`config.mk`:
```
export PLATFORM = sky130hd
export DESIGN_NAME = lru_cache_hit_counter_core_flat
export DESIGN_NICKNAME = d
export VERILOG_FILES = /design/src/hw/rtl/lruc_pkg.sv /design/src/hw/rtl/lruc_stream_if.sv /design/src/hw/rtl/lru_cache_hit_counter_core.sv /design/src/hw/rtl/lruc_cell.sv /design/src/flat_wrapper.sv
export SDC_FILE = /design/constraint.sdc
export NUM_CORES = 1
export LEC_CHECK = 0
export BUFFER_PORTS_ARGS = -buffer_cell sky130_fd_sc_hd__buf_2
export CAP_MARGIN = 20
export CORE_AREA = 2 2 235 191
export DETAILED_ROUTE_END_ITERATION = 16
export DIE_AREA = 0 0 237 193
export GPL_ROUTABILITY_DRIVEN = 0
export PLACE_DENSITY = 0.84
export SLEW_MARGIN = 20
export SYNTH_ARGS = -nofsm -noshare
export SYNTH_HDL_FRONTEND = slang
export SYNTH_SLANG_ARGS = --single-unit
```
`constraint.sdc`:
```
create_clock -name clk -period 10.1 [get_ports clk]
set_clock_uncertainty 0.15 [all_clocks]
set_input_delay 2.525 -clock clk [delete_from_list [all_inputs] [get_ports clk]]
set_output_delay 2.525 -clock clk [all_outputs]
set_load 0.01 [all_outputs]
```
`src/hw/rtl/lruc_pkg.sv`:
```
// Shared constants and types of the LRU cache hit counter.
`default_nettype none
package lruc_pkg;

    localparam int WAYS       = 16;
    localparam int KEY_BITS   = 32;
    localparam int COUNT_BITS = 16;
    localparam int CAP_W      = 5;
    localparam int TGT_W      = 16;
    localparam int CFG_W      = 16;
    localparam int CFG_IDX_W  = 1;
    localparam int OCC_W      = $clog2(WAYS + 1);
    localparam int CMP_W      = (OCC_W > CAP_W) ? OCC_W : CAP_W;
    localparam int GOAL_W     = (COUNT_BITS > TGT_W) ? COUNT_BITS : TGT_W;

    localparam logic [CFG_IDX_W-1:0] CFG_CAPACITY    = 1'd0;
    localparam logic [CFG_IDX_W-1:0] CFG_TARGET_HITS = 1'd1;

    localparam logic [CAP_W-1:0] CAPACITY_RESET    = CAP_W'(16);
    localparam logic [TGT_W-1:0] TARGET_HITS_RESET = '0;

    typedef struct packed {
        logic accept;
        logic found;
        logic active;
        logic in_range;
    } cell_ctrl_t;

endpackage
`default_nettype wire

```
`src/hw/rtl/lruc_stream_if.sv`:
```
// Valid/ready stream interfaces for access and result transactions.
`default_nettype none
interface lruc_access_if;
    logic                           valid;
    logic                           ready;
    logic [lruc_pkg::KEY_BITS-1:0]  key;
    logic                           last_of_run;

    modport source (output valid, output key, output last_of_run, input ready);
    modport sink   (input valid, input key, input last_of_run, output ready);
endinterface

interface lruc_result_if;
    logic                             valid;
    logic                             ready;
    logic                             hit;
    logic [lruc_pkg::COUNT_BITS-1:0]  hit_count;
    logic                             goal_met;
    logic                             run_end;

    modport source (output valid, output hit, output hit_count, output goal_met,
                    output run_end, input ready);
    modport sink   (input valid, input hit, input hit_count, input goal_met,
                    input run_end, output ready);
endinterface
`default_nettype wire

```
`src/hw/rtl/lru_cache_hit_counter_core.sv`:
```
// Top level of the LRU cache hit counter: recency cell chain, counters, output register.
// Fully associative LRU cache of WAYS keys built as a chain of cells, entry 0 most recent.
// For each access transaction, all cells compare the key in parallel and
// the chain shifts one step in the same edge, so a new access is accepted every cycle and
// its result appears in the output register on the next cycle. Access stalls only while a
// result waits in the output register and the result side is not ready. A transaction with
// last_of_run set clears the occupancy and hit counter after its result is formed.
`default_nettype none
module lru_cache_hit_counter_core (
    input  wire logic                                  clk,
    input  wire logic                                  rst_n,
    lruc_access_if.sink                                access,
    lruc_result_if.source                              result,
    input  wire logic                                  cfg_we,
    input  wire logic [lruc_pkg::CFG_IDX_W-1:0]        cfg_index,
    input  wire logic [lruc_pkg::CFG_W-1:0]            cfg_data
);

    logic [lruc_pkg::CAP_W-1:0]       capacity_reg;
    logic [lruc_pkg::TGT_W-1:0]       target_hits_reg;
    logic [lruc_pkg::OCC_W-1:0]       occupancy_reg;
    logic [lruc_pkg::OCC_W-1:0]       occupancy_next;
    logic [lruc_pkg::COUNT_BITS-1:0]  hit_total_reg;
    logic [lruc_pkg::COUNT_BITS-1:0]  hit_total_next;

    logic                             out_valid_reg;
    logic                             out_hit_reg;
    logic [lruc_pkg::COUNT_BITS-1:0]  out_count_reg;
    logic                             out_goal_reg;
    logic                             out_end_reg;

    logic [lruc_pkg::CMP_W-1:0]       cap_wide;
    logic [lruc_pkg::OCC_W-1:0]       cap;
    logic [lruc_pkg::OCC_W-1:0]       occ_eff;
    logic [lruc_pkg::OCC_W-1:0]       new_occ;
    logic                             accept;
    logic                             found;
    logic                             goal;

    logic [lruc_pkg::WAYS:0]          match_chain;
    logic [lruc_pkg::KEY_BITS-1:0]    key_chain [lruc_pkg::WAYS+1];
    lruc_pkg::cell_ctrl_t             ctrl [lruc_pkg::WAYS];

    assign access.ready = !out_valid_reg || result.ready;
    assign accept       = access.valid && access.ready;

    always_comb
    begin
        if (capacity_reg == '0)
        begin
            cap_wide = lruc_pkg::CMP_W'(1);
        end
        else if (lruc_pkg::CMP_W'(capacity_reg) > lruc_pkg::CMP_W'(lruc_pkg::WAYS))
        begin
            cap_wide = lruc_pkg::CMP_W'(lruc_pkg::WAYS);
        end
        else
        begin
            cap_wide = lruc_pkg::CMP_W'(capacity_reg);
        end
    end

    assign cap     = cap_wide[lruc_pkg::OCC_W-1:0];
    assign occ_eff = (occupancy_reg > cap) ? cap : occupancy_reg;
    assign found   = match_chain[lruc_pkg::WAYS];
    assign new_occ = (!found && (occ_eff < cap)) ? occ_eff + lruc_pkg::OCC_W'(1) : occ_eff;

    assign match_chain[0] = 1'b0;
    assign key_chain[0]   = access.key;

    genvar gi;
    generate
        for (gi = 0; gi < lruc_pkg::WAYS; gi++)
        begin : g_cell
            assign ctrl[gi].accept   = accept;
            assign ctrl[gi].found    = found;
            assign ctrl[gi].active   = lruc_pkg::OCC_W'(gi) < occ_eff;
            assign ctrl[gi].in_range = lruc_pkg::OCC_W'(gi) < new_occ;

            lruc_cell u_cell (
                .clk        (clk),
                .lookup_key (access.key),
                .prev_key   (key_chain[gi]),
                .ctrl       (ctrl[gi]),
                .match_in   (match_chain[gi]),
                .match_out  (match_chain[gi+1]),
                .key_out    (key_chain[gi+1])
            );
        end
    endgenerate

    always_comb
    begin
        if (found && (hit_total_reg != '1))
        begin
            hit_total_next = hit_total_reg + lruc_pkg::COUNT_BITS'(1);
        end
        else
        begin
            hit_total_next = hit_total_reg;
        end
        occupancy_next = access.last_of_run ? '0 : new_occ;
    end

    assign goal = lruc_pkg::GOAL_W'(hit_total_next) >= lruc_pkg::GOAL_W'(target_hits_reg);

    always_ff @(posedge clk or negedge rst_n)
    begin
        if (!rst_n)
        begin
            capacity_reg    <= lruc_pkg::CAPACITY_RESET;
            target_hits_reg <= lruc_pkg::TARGET_HITS_RESET;
        end
        else if (cfg_we)
        begin
            case (cfg_index)
                lruc_pkg::CFG_CAPACITY:    capacity_reg    <= cfg_data[lruc_pkg::CAP_W-1:0];
                lruc_pkg::CFG_TARGET_HITS: target_hits_reg <= cfg_data[lruc_pkg::TGT_W-1:0];
                default: ;
            endcase
        end
    end

    always_ff @(posedge clk or negedge rst_n)
    begin
        if (!rst_n)
        begin
            occupancy_reg <= '0;
            hit_total_reg <= '0;
            out_valid_reg <= 1'b0;
        end
        else
        begin
            if (accept)
            begin
                occupancy_reg <= occupancy_next;
                hit_total_reg <= access.last_of_run ? '0 : hit_total_next;
                out_valid_reg <= 1'b1;
            end
            else if (result.ready)
            begin
                out_valid_reg <= 1'b0;
            end
        end
    end

    always_ff @(posedge clk)
    begin
        if (accept)
        begin
            out_hit_reg   <= found;
            out_count_reg <= hit_total_next;
            out_goal_reg  <= goal;
            out_end_reg   <= access.last_of_run;
        end
    end

    assign result.valid     = out_valid_reg;
    assign result.hit       = out_hit_reg;
    assign result.hit_count = out_count_reg;
    assign result.goal_met  = out_goal_reg;
    assign result.run_end   = out_end_reg;

endmodule
`default_nettype wire

```
`src/hw/rtl/lruc_cell.sv`:
```
// One recency cell: holds a key, compares it and shifts from its neighbor.
`default_nettype none
module lruc_cell (
    input  wire logic                           clk,
    input  wire logic [lruc_pkg::KEY_BITS-1:0]  lookup_key,
    input  wire logic [lruc_pkg::KEY_BITS-1:0]  prev_key,
    input  wire lruc_pkg::cell_ctrl_t           ctrl,
    input  wire logic                           match_in,
    output logic                                match_out,
    output logic [lruc_pkg::KEY_BITS-1:0]       key_out
);

    logic [lruc_pkg::KEY_BITS-1:0] key_reg;
    logic                          hit_here;
    logic                          shift;

    assign hit_here  = ctrl.active && (key_reg == lookup_key);
    assign match_out = match_in || hit_here;
    assign shift     = ctrl.accept && !match_in && (ctrl.found || ctrl.in_range);
    assign key_out   = key_reg;

    always_ff @(posedge clk)
    begin
        if (shift)
        begin
            key_reg <= prev_key;
        end
    end

endmodule
`default_nettype wire

```
`src/flat_wrapper.sv`:
```
// flat-port wrapper written by rule: the top's interface ports become plain ports
module lru_cache_hit_counter_core_flat 
  (clk, rst_n, cfg_we, cfg_index, cfg_data, access_valid, access_key, access_last_of_run, access_ready, result_valid, result_hit, result_hit_count, result_goal_met, result_run_end, result_ready);
  lruc_access_if access_i ();
  lruc_result_if result_i ();
  input  wire logic clk;
  input  wire logic rst_n;
  input  wire logic cfg_we;
  input  wire logic [lruc_pkg::CFG_IDX_W-1:0] cfg_index;
  input  wire logic [lruc_pkg::CFG_W-1:0] cfg_data;
  input wire logic [$bits(access_i.valid)-1:0] access_valid;
  input wire logic [$bits(access_i.key)-1:0] access_key;
  input wire logic [$bits(access_i.last_of_run)-1:0] access_last_of_run;
  output wire logic [$bits(access_i.ready)-1:0] access_ready;
  output wire logic [$bits(result_i.valid)-1:0] result_valid;
  output wire logic [$bits(result_i.hit)-1:0] result_hit;
  output wire logic [$bits(result_i.hit_count)-1:0] result_hit_count;
  output wire logic [$bits(result_i.goal_met)-1:0] result_goal_met;
  output wire logic [$bits(result_i.run_end)-1:0] result_run_end;
  input wire logic [$bits(result_i.ready)-1:0] result_ready;
  assign access_i.valid = access_valid;
  assign access_i.key = access_key;
  assign access_i.last_of_run = access_last_of_run;
  assign access_ready = access_i.ready;
  assign result_valid = result_i.valid;
  assign result_hit = result_i.hit;
  assign result_hit_count = result_i.hit_count;
  assign result_goal_met = result_i.goal_met;
  assign result_run_end = result_i.run_end;
  assign result_i.ready = result_ready;
  lru_cache_hit_counter_core u_core (.clk(clk), .rst_n(rst_n), .access(access_i), .result(result_i), .cfg_we(cfg_we), .cfg_index(cfg_index), .cfg_data(cfg_data));
endmodule
```
**After elaboration in Yosys (flattened, before gate mapping)**

Index checks and enable logic that the tools add are counted.
W data, S select, Z words.

- Register bits after elaboration: 574
- Latch bits: 0
- Memory bits (writable): 0
- Bits in read-only memories: 0
- Bits of input ports: 55
- Output and inout bits: 21
- Word-level logic and storage cells: 193
- Memories kept: 0

- Add/sub/neg operators: 2
- Multiply operators: 0
- Divide/modulo/power cells: 0
- Magnitude comparators: 36
- Eq/ne operators: 17
- Shifts and indexed selects: 0
- Mux-type cells: 9
- Bitwise gates (word level): 1
- Reductions and logical operators: 103

Operator list:

| operator | count |
|---|---|
| $eq A32 B32 Y1 | 16 |
| $lt A4 B5 Y1 const A | 16 |
| $logic_and A1 B1 Y1 | 50 |
| $lt A3 B5 Y1 const A | 8 |
| $logic_or A1 B1 Y1 | 32 |
| $mux W16 | 2 |
| $mux W5 | 5 |
| $lt A1 B5 Y1 const A | 4 |
| $lt A2 B5 Y1 const A | 4 |
| $logic_not A1 Y1 | 17 |
| $add A16 B1 Y16 const B | 1 |
| $ge A16 B16 Y1 | 1 |
| $ne A16 B16 Y1 const B | 1 |
| $add A5 B1 Y5 const B | 1 |
| $gt A5 B5 Y1 | 1 |
| $gt A5 B5 Y1 const B | 1 |
| $logic_not A5 Y1 | 1 |
| $lt A5 B5 Y1 | 1 |
| $reduce_and A2 Y1 | 2 |
| $mux W1 | 2 |
| $reduce_bool A2 Y1 | 1 |
| $not A1 Y1 | 1 |

**Longest topological paths before layout**

Gate-level depths: netlist of run 1.

- Depth after elaboration: 28
- Depth in mapped cells: 27

**Hierarchy**

A second synthesis of run 1 with hierarchy kept.

- Cell total of the unflattened synthesis: 1622
- Area total of the unflattened synthesis: 24935.2 um2

By module, submodules not included:

| module | instances | cells each | area an instance (um2) | seq. area each (um2) |
|---|---|---|---|---|
| lruc_cell | 16 | 78 | 1327.5 | 960.9 |
| lru_cache_hit_counter_core | 1 | 374 | 3694.8 | 1647.8 |

**Worst setup path after synthesis of run 1**

No wires, ideal clock.

- Path type: input-to-reg
- From: input access_key[18]
- To: register u_core.g_cell[2].u_cell.key_reg, in the netlist u_core.g_cell[2].u_cell.key_out[0] (enable)
- Arrival: 8343 ps
- Required time: 9558 ps
- Slack: 1215 ps
- Stages on the path: 13
- Path buffers: 3
- Cells stage by stage: clkbuf_1 -> buf_2 -> xor2_1 -> nor4_1 -> nand4_1 -> nor2_1 -> a21oi_1 -> o32ai_1 -> nor4_2 -> and2_0 -> buf_2 -> a221oi_1 -> and2_1

- Cells in the longest elaborated chain, start to end: 23
- Elaborated cells between the ends (all ways): 55
- Classes of those cells: order compare: 1; eq/ne: 16; mux: 1; reduce/logical: 37

RTL lines:

| what | RTL line | source |
|---|---|---|
| start: declaration | flat_wrapper.sv:12 | `input wire logic [$bits(access_i.key)-1:0] access_key;` |
| $eq A32 B32 Y1 | lruc_cell.sv:17 | `assign hit_here = ctrl.active && (key_reg == lookup_key);` |
| $logic_and A1 B1 Y1 | lruc_cell.sv:17 |  |
| $logic_or A1 B1 Y1 (15 in series) | lruc_cell.sv:18 | `assign match_out = match_in \|\| hit_here;` |
| $logic_not A1 Y1 | lru_cache_hit_counter_core.sv:66 | `assign new_occ = (!found && (occ_eff < cap)) ? occ_eff + lruc_pkg::OCC_W'(1) : occ_eff;` |
| $logic_and A1 B1 Y1 | lru_cache_hit_counter_core.sv:66 |  |
| $mux W5 | lru_cache_hit_counter_core.sv:66 |  |
| $lt A2 B5 Y1 | lru_cache_hit_counter_core.sv:78 | `assign ctrl[gi].in_range = lruc_pkg::OCC_W'(gi) < new_occ;` |
| $logic_or A1 B1 Y1 | lruc_cell.sv:19 | `assign shift = ctrl.accept && !match_in && (ctrl.found \|\| ctrl.in_range);` |
| $logic_and A1 B1 Y1 * | lruc_cell.sv:19 |  |
| via u_core.g_cell[2].u_cell.shift | lruc_cell.sv:15 | `logic shift;` |
| end signal: assignment | lruc_cell.sv:26 | `key_reg <= prev_key;` |
| end: declaration | lruc_cell.sv:13 | `logic [lruc_pkg::KEY_BITS-1:0] key_reg;` |

The timed path passes the listed nets; every way through them passes the cells marked *.
A chain may end at the register's enable or synchronous reset.

**Worst setup path after layout of run 1**

- From: register u_core.capacity_reg[3] in the netlist's numbering
- To: register u_core.g_cell[2].u_cell.key_reg, in the netlist u_core.g_cell[2].u_cell.key_out[14] (enable)

- Cells in the longest elaborated chain, start to end: 28
- Elaborated cells between the ends (all ways): 63
- Classes of those cells: add/sub: 1; order compare: 20; mux: 4; reduce/logical: 38

RTL lines:

| what | RTL line | source |
|---|---|---|
| start: declaration | lru_cache_hit_counter_core.sv:19 | `logic [lruc_pkg::CAP_W-1:0] capacity_reg;` |
| start signal: assignment | lru_cache_hit_counter_core.sv:111 | `capacity_reg <= lruc_pkg::CAPACITY_RESET;` |
| start signal: assignment | lru_cache_hit_counter_core.sv:117 | `lruc_pkg::CFG_CAPACITY: capacity_reg <= cfg_data[lruc_pkg::CAP_W-1:0];` |
| $gt A5 B5 Y1 | lru_cache_hit_counter_core.sv:53 | `else if (lruc_pkg::CMP_W'(capacity_reg) > lruc_pkg::CMP_W'(lruc_pkg::WAYS))` |
| $mux W5 | lru_cache_hit_counter_core.sv:53 |  |
| $mux W5 * | lru_cache_hit_counter_core.sv:49 | `if (capacity_reg == '0)` |
| $gt A5 B5 Y1 | lru_cache_hit_counter_core.sv:64 | `assign occ_eff = (occupancy_reg > cap) ? cap : occupancy_reg;` |
| $mux W5 | lru_cache_hit_counter_core.sv:64 |  |
| $lt A1 B5 Y1 | lru_cache_hit_counter_core.sv:77 | `assign ctrl[gi].active = lruc_pkg::OCC_W'(gi) < occ_eff;` |
| $logic_and A1 B1 Y1 | lruc_cell.sv:17 |  |
| $logic_or A1 B1 Y1 (15 in series) | lruc_cell.sv:18 |  |
| $logic_not A1 Y1 | lru_cache_hit_counter_core.sv:66 |  |
| $logic_and A1 B1 Y1 | lru_cache_hit_counter_core.sv:66 |  |
| $mux W5 | lru_cache_hit_counter_core.sv:66 |  |
| $lt A2 B5 Y1 | lru_cache_hit_counter_core.sv:78 |  |
| $logic_or A1 B1 Y1 | lruc_cell.sv:19 |  |
| $logic_and A1 B1 Y1 * | lruc_cell.sv:19 |  |
| via u_core.g_cell[2].u_cell.shift | lruc_cell.sv:15 |  |

Marks and branches as above.

==> results.json, run 1 <==
{
  "outcome": "complete, no violations",
  "synth-async-reset-ratio_pct": 7.49,
  "cts.reportedPaths.clkPinSlew_ns": 0.06,
  "slew_violations": 0,
  "cts.sinks": 574,
  "share_of_power_burned_in_registers_pct": 50.4,
  "critical_path_at_ns": 8.06,
  "leading_area_contributor_after_synthesis": "edfxtp_1",
  "final.hold.worst_slack_ns": 0.312,
  "largest_net_degree_at_the_start_of_global_routing": 44,
  "drt_drc_violations_left": 0,
  "clockBufferDepth": 3,
  "effective_utilization_at_floorplan_pct": 59.2,
  "post_cts_resized": 0,
  "clock_power_share_pct": 24.2,
  "cell_pwr_density_nw_per_um2": 281,
  "dominantRegCellSynth": "edfxtp_1",
  "holdCritPathClass": "reg -> reg",
  "period_share_pct": 79.0,
  "timing.critical_path.to_type": "register",
  "post_synth_instance_area_um2": 25800,
  "grt_pass1_wl_um": 88800,
  "wl_per_cell_um": 23.8,
  "drive_gt1_share_pct": 11.8,
  "crit_fanout": 33,
  "synth_cell_types": 80,
  "die-height_um": 193,
  "synth_top_cell_area_share_pct": 61.8,
  "tightestPinTransition_ns": 1.01,
  "top_level_ports": 76,
  "largest_reg_flops": 512,
  "max-vdd-ir-drop_uv": 230,
  "internal_power_w": 0.00539,
  "max_cap_violations": 0,
  "max_freq_mhz": 125,
  "fp.coreArea_um2": 43600,
  "core.rowCount": 69,
  "fin_tns_setup_ns": 0,
  "postCtsHoldBufs": 0,
  "worst_slew_margin_rel_pct": 32.7,
  "synth_seq_area_share_pct": 66.0,
  "synthToLayoutAreaGrowth_pct": 10.4,
  "synth.ff_latch_count": 574,
  "synthesis.instances": 1773,
  "postSynthAreaPerCell_um2": 14.6,
  "setup.worst_path.class": "reg -> reg",
  "post-route-min-period_ns": 7.98,
  "final_net_count": 1919,
  "dr.pass1.iters": 7,
  "track_usage_pct": 25.8,
  "synth_warnings": 0,
  "place_hpwl_um": 42900,
  "post_cts.repair.setup_buffers": 0,
  "cts-root-buf": "clkbuf_16",
  "comb_power_share_pct": 25.4,
  "ys_top_cells_by_area": "edfxtp_1, xnor2_1, xor2_1, dfrtp_1, nand4_1",
  "cts_buffers": 54,
  "drt-initial-drc-count": 1744,
  "diodes": 0,
  "worst_setup_path_start_kind": "register",
  "cellLeakagePower_nw": 9.44,
  "syn_nets": 1855,
  "wl_um": 58400,
  "detail-route-antenna-nets": 0,
  "avgViaCountPerCell": 6.12,
  "crit_required_ns": 10.18,
  "die_x_um": 237,
  "grt_pass1_vias": 15300,
  "final-setup-viol-count": 0,
  "synth_enable_flop_cells": 531,
  "final_hold_viol_count": 0,
  "grt.overflow.total": 0,
  "place.port_buffers": 75,
  "clock_tree.htree_level_count": 2,
  "floorplan.die_area_um2": 45700,
  "cts_tree": "done",
  "sw_frac_of_total_pct": 32.8,
  "antenna_violations_before_repair": 0,
  "worst_skew_pair.late_latency_ns": 0.58,
  "routed-via-count": 15000,
  "switching_power_w": 0.00263,
  "grt_setup_unrepaired": "no"
}
==> power by group through the flow <==
stage / clock (W) / sequential [W] / combinational, W
final: 0.00194 / 0.00404 / 0.00204
after global routing: 0.00206 / 0.00411 / 0.00218
after CTS: 0.00196 / 0.00403 / 0.00198
after detailed placement: 0 / 0.00408 / 0.00196
after global placement: 0 / 0.00403 / 0.00189
after floorplan: 0 / 0.00399 / 0.00138
==> kinds of logic after synthesis <==
kind of cell,after synthesis,synth area share (%)
flops,574,66.0
xor+xnor,530,18.0
simple gates,355,7.72
compound gates,141,4.02
buf+inv,123,2.02
fa+ha+maj,27,1.31
mux,23,0.989
==> placed cells by master (no fill, tap or decap), drive strengths merged, types with 4 or more instances in the layout <==
master	synthesis	routed
nand2b	7	7
a31oi	5	5
clkbuf	46	66
o21a	5	5
buf	41	95
nand4	99	99
or3	10	10
nand3	19	19
nor3	19	19
dfrtp	42	42
and3	8	8
a32oi	5	5
a21o	12	12
nand2	58	58
nor2b	8	8
xnor2	332	332
and2	6	6
nor2	33	33
ha	27	27
a21oi	25	25
clkinvlp	0	5
xor2	198	198
nor4	76	76
a22oi	4	4
a311oi	4	4
inv	35	37
mux2	20	20
o21ai	29	29
clkinv	1	23
a211oi	7	7
o31ai	7	7
edfxtp	531	531
==> layout make-up <==
type / instances / area (um2)
Multi-Input combinational cell: 1076 / 8400
Inverter: 36 / 135
Timing Repair Buffer: 95 / 548
Tap cell: 568 / 711
Sequential cell: 574 / 17000
Fill cell: 2900 / 15100
Clock buffer: 66 / 1420
Clock inverter: 32 / 244
==> cells in the mapped netlist, types with 27 or more instances <==
| master | count |
|---|---|
| edfxtp_1 | 531 |
| xnor2_1 | 332 |
| xor2_1 | 198 |
| nand4_1 | 98 |
| nor4_1 | 75 |
| nand2_1 | 58 |
| clkbuf_1 | 46 |
| dfrtp_1 | 42 |
| buf_2 | 38 |
| inv_1 | 33 |
| nor2_1 | 32 |
| ha_1 | 27 |
==> routing by layer <==
| layer | GRT usage [%] | vias to the layer above | share of wire (%) |
|---|---|---|---|
| met1 | 33.8 | 7406 | 40 |
| met2 | 42.8 | 730 | 48 |
| met3 | 3.82 | 182 | 6.7 |
| li1 | - | 6661 | - |
| met5 | 0 | - | 0 |
| met4 | 12.6 | 0 | 5.3 |
==> worst max-delay path, cell delays in order, from the launching register on <==
cell and delay [ns]:
dfrtp_1 0.39, nor2b_1 0.39, inv_1 0.18, ha_1 0.35
nand4_2 0.15, o221ai_1 0.76, a21oi_1 0.25, nor2_2 0.74
clkinv_1 0.53, ha_1 0.35, a211o_1 0.27, a21oi_1 0.20
o31ai_1 0.11, buf_4 0.20, nor3_1 0.45, o22a_1 0.25
nor2_1 0.07, and2_0 0.50, a221oi_4 0.40, buf_4 0.39
and2_1 0.20, buf_4 0.35
==> metrics by stage <==
step	instance area [um2]	total power, W	utilization (%)	std cells	worst slack (ns)
5_1_grt	28500	0.00835	65.3	2447	1.80
6_report	28500	0.00801	65.3	2447	2.12
2_1_floorplan	25800	0.00537	-	1773	1.21
4_1_cts	28400	0.00797	65.3	2446	2.42
3_5_place_dp	26800	0.00604	61.4	2348	2.16
3_3_place_gp	26800	0.00593	61.4	2348	2.28
==> final timing paths <==
path	from	endpoint	slack, ns	depth (start not counted)
worst max-delay path	u_core.capacity_reg[3]	u_core.g_cell[2].u_cell.key_out[14]	2.12	21
worst min-delay path	u_core.g_cell[1].u_cell.key_out[3]	u_core.g_cell[2].u_cell.key_out[3]	0.31	0
worst max register to register	u_core.capacity_reg[3]	u_core.g_cell[2].u_cell.key_out[14]	2.12	21
worst min register to register	u_core.g_cell[1].u_cell.key_out[3]	u_core.g_cell[2].u_cell.key_out[3]	0.31	0
max in group asynchronous	rst_n	u_core.target_hits_reg[8]	7.61	1
min in group asynchronous	rst_n	u_core.capacity_reg[2]	1.78	1
(Power assumes the default switching activity.)
==> inputs of run 2 (changes only) <==
==> constraint.sdc (replaced) <==
create_clock -name clk -period 7.7 [get_ports clk]
set_clock_uncertainty 0.15 [all_clocks]
set_input_delay 1.925 -clock clk [delete_from_list [all_inputs] [get_ports clk]]
set_output_delay 1.925 -clock clk [all_outputs]
set_load 0.01 [all_outputs]
==> results.json, run 2 (same netlist as run 1, synthesis figures left out) <==
{
  "wl_um": 59500,
  "share_of_power_burned_in_registers_pct": 49.9,
  "final_net_count": 1949,
  "postCtsHoldBufs": 0,
  "post-route-min-period_ns": 7.26,
  "max_cap_violations": 0,
  "cellLeakagePower_nw": 9.61,
  "worstPathCellList": "nor2b_1 -> inv_1 -> ha_1 -> nand4_2 -> o221ai_1 -> a21oi_1 -> a41oi_1 -> a211oi_1 -> a2111o_1 -> nor4_2 -> nand2b_1 -> nand2_1 -> nand2_1 -> ha_1 -> a21o_1 -> a21o_1 -> a21o_1 -> a21o_1 -> a21o_1 -> a211oi_1 -> o21ai_0 -> a21oi_1 -> o21ai_0",
  "timing.critical_path.to_type": "register",
  "most_common_cell_type_on_the_critical_path": "a21o_1",
  "grt.overflow.total": 0,
  "sw_frac_of_total_pct": 32.7,
  "max_freq_mhz": 138,
  "drt-initial-drc-count": 1662,
  "worst_slew_margin_rel_pct": 23.1,
  "place_hpwl_um": 44000,
  "switching_power_w": 0.00347,
  "cts.sinks": 574,
  "mostFrequentLayoutCell": "edfxtp_1",
  "wl_per_cell_um": 24.0,
  "cts_buffers": 53,
  "critical_path_at_ns": 7.41,
  "detail-route-antenna-nets": 0,
  "period_share_pct": 94.3,
  "clock_tree.htree_level_count": 2,
  "max-vdd-ir-drop_uv": 328,
  "post_cts_resized": 0,
  "cp.buffers_inverters": 1,
  "final-setup-viol-count": 0,
  "place.port_buffers": 75,
  "slew_violations": 0,
  "critical_path.top_delay_family": "compound AO/OA/AOI/OAI gates",
  "grt_setup_unrepaired": "no",
  "cts-root-buf": "clkbuf_16",
  "track_usage_pct": 26.1,
  "final_hold_viol_count": 0,
  "crit_required_ns": 7.85,
  "fin_tns_setup_ns": 0,
  "internal_power_w": 0.00714,
  "clock_power_share_pct": 24.4,
  "drt_drc_violations_left": 0,
  "holdCritPathClass": "reg -> reg",
  "setup.worst_path.class": "reg -> reg",
  "layout.cells.most_common_list": "edfxtp_1, xnor2_1, xor2_1",
  "routed-via-count": 15100,
  "largest_reg_flops": 512,
  "cell_pwr_density_nw_per_um2": 369,
  "post_cts.repair.setup_buffers": 0,
  "antenna_violations_before_repair": 0,
  "largest_net_degree_at_the_start_of_global_routing": 44,
  "top_level_ports": 76,
  "cts_tree": "done",
  "critical-path-max-stage-delay_ns": 0.80,
  "tightestPinTransition_ns": 1.15,
  "critical_path.slowest_cell": "o221ai_1",
  "core.rowCount": 69,
  "worst_setup_path_start_kind": "register",
  "fp.coreArea_um2": 43600,
  "grt_pass1_vias": 15100,
  "effective_utilization_at_floorplan_pct": 59.2,
  "grt_pass1_wl_um": 88600,
  "drive_gt1_share_pct": 13.3,
  "floorplan.die_area_um2": 45700,
  "worst_skew_pair.late_latency_ns": 0.59,
  "final.hold.worst_slack_ns": 0.312,
  "comb_power_share_pct": 25.8,
  "die_x_um": 237,
  "synthToLayoutAreaGrowth_pct": 11.5,
  "avgViaCountPerCell": 6.10,
  "clockBufferDepth": 3,
  "cts.reportedPaths.clkPinSlew_ns": 0.07,
  "dr.pass1.iters": 6,
  "die-height_um": 193,
  "crit_fanout": 12,
  "outcome": "complete, no violations",
  "diodes": 0
}
run 2: changes by cell type in the layout (fill, tap and decap cells not counted), sizes merged:
cell	previous run	this run
clkinv	23	17
clkinvlp	5	4
buf	95	126
clkbuf	66	75
run 2: layout make-up:
type                       count  area (um2)
sequential                   574       17000
fill                        2874       14800
multi-input combinational   1076        8400
clock buffer                  75        1500
timing repair buffer         126         778
tap                          568         711
clock inverter                25         215
inverter                      36         135
run 2: power groups by stage:
stage	Sequential, W	Clock [W]	Combinational (W)
2_1_floorplan	0.00523	0	0.00182
3_3_place_gp	0.00529	0	0.00254
3_5_place_dp	0.00534	0	0.00263
4_1_cts	0.00528	0.00260	0.00266
5_1_grt	0.00538	0.00273	0.00291
6_report	0.00529	0.00259	0.00273
run 2: metrics by stage:
step / instance area [um2] / std cells / utilization, % / power [W] / worst slack (ns)
3_3_place_gp: 27000 / 2379 / 62.0 / 0.00783 / 0.687
5_1_grt: 28800 / 2480 / 66.0 / 0.0110 / 0.0424
3_5_place_dp: 27000 / 2379 / 62.0 / 0.00797 / 0.591
6_report: 28800 / 2480 / 66.0 / 0.0106 / 0.441
2_1_floorplan: 25800 / 1773 / - / 0.00705 / 0.134
4_1_cts: 28700 / 2479 / 65.9 / 0.0105 / 0.641
run 2: final timing paths:
check | cells after the start | startpoint | to | slack (ns)
hold / removal | 0 | u_core.g_cell[8].u_cell.key_out[14] | u_core.g_cell[9].u_cell.key_out[14] | 0.31
max in group asynchronous | 1 | rst_n | u_core.target_hits_reg[13] | 5.41
setup / recovery | 23 | u_core.capacity_reg[3] | u_core.result.goal_met | 0.44
min in group asynchronous | 1 | rst_n | u_core.capacity_reg[3] | 1.37
setup reg to reg | 23 | u_core.capacity_reg[3] | u_core.result.goal_met | 0.44
hold reg to reg | 0 | u_core.g_cell[8].u_cell.key_out[14] | u_core.g_cell[9].u_cell.key_out[14] | 0.31
run 2: worst reg2reg max path: cells and delay by family (launching register included):
kind | cells | cell delay, ns
AO/OA/AOI/OAI | 14 | 4.10
AND/OR/NAND/NOR | 6 | 1.62
adder cells (fa/ha/maj) | 2 | 0.57
flip-flops | 1 | 0.40
buffers and inverters | 1 | 0.16
run 2: routing by layer:
layer / vias to the layer above / track usage (%) / routed length, um
li1: 6747 / - / -
met1: 7448 / 34.3 / 24000
met2: 775 / 44.2 / 28700
met3: 149 / 4.06 / 4300
met4: 0 / 10.3 / 2450
met5: - / 0 / 0
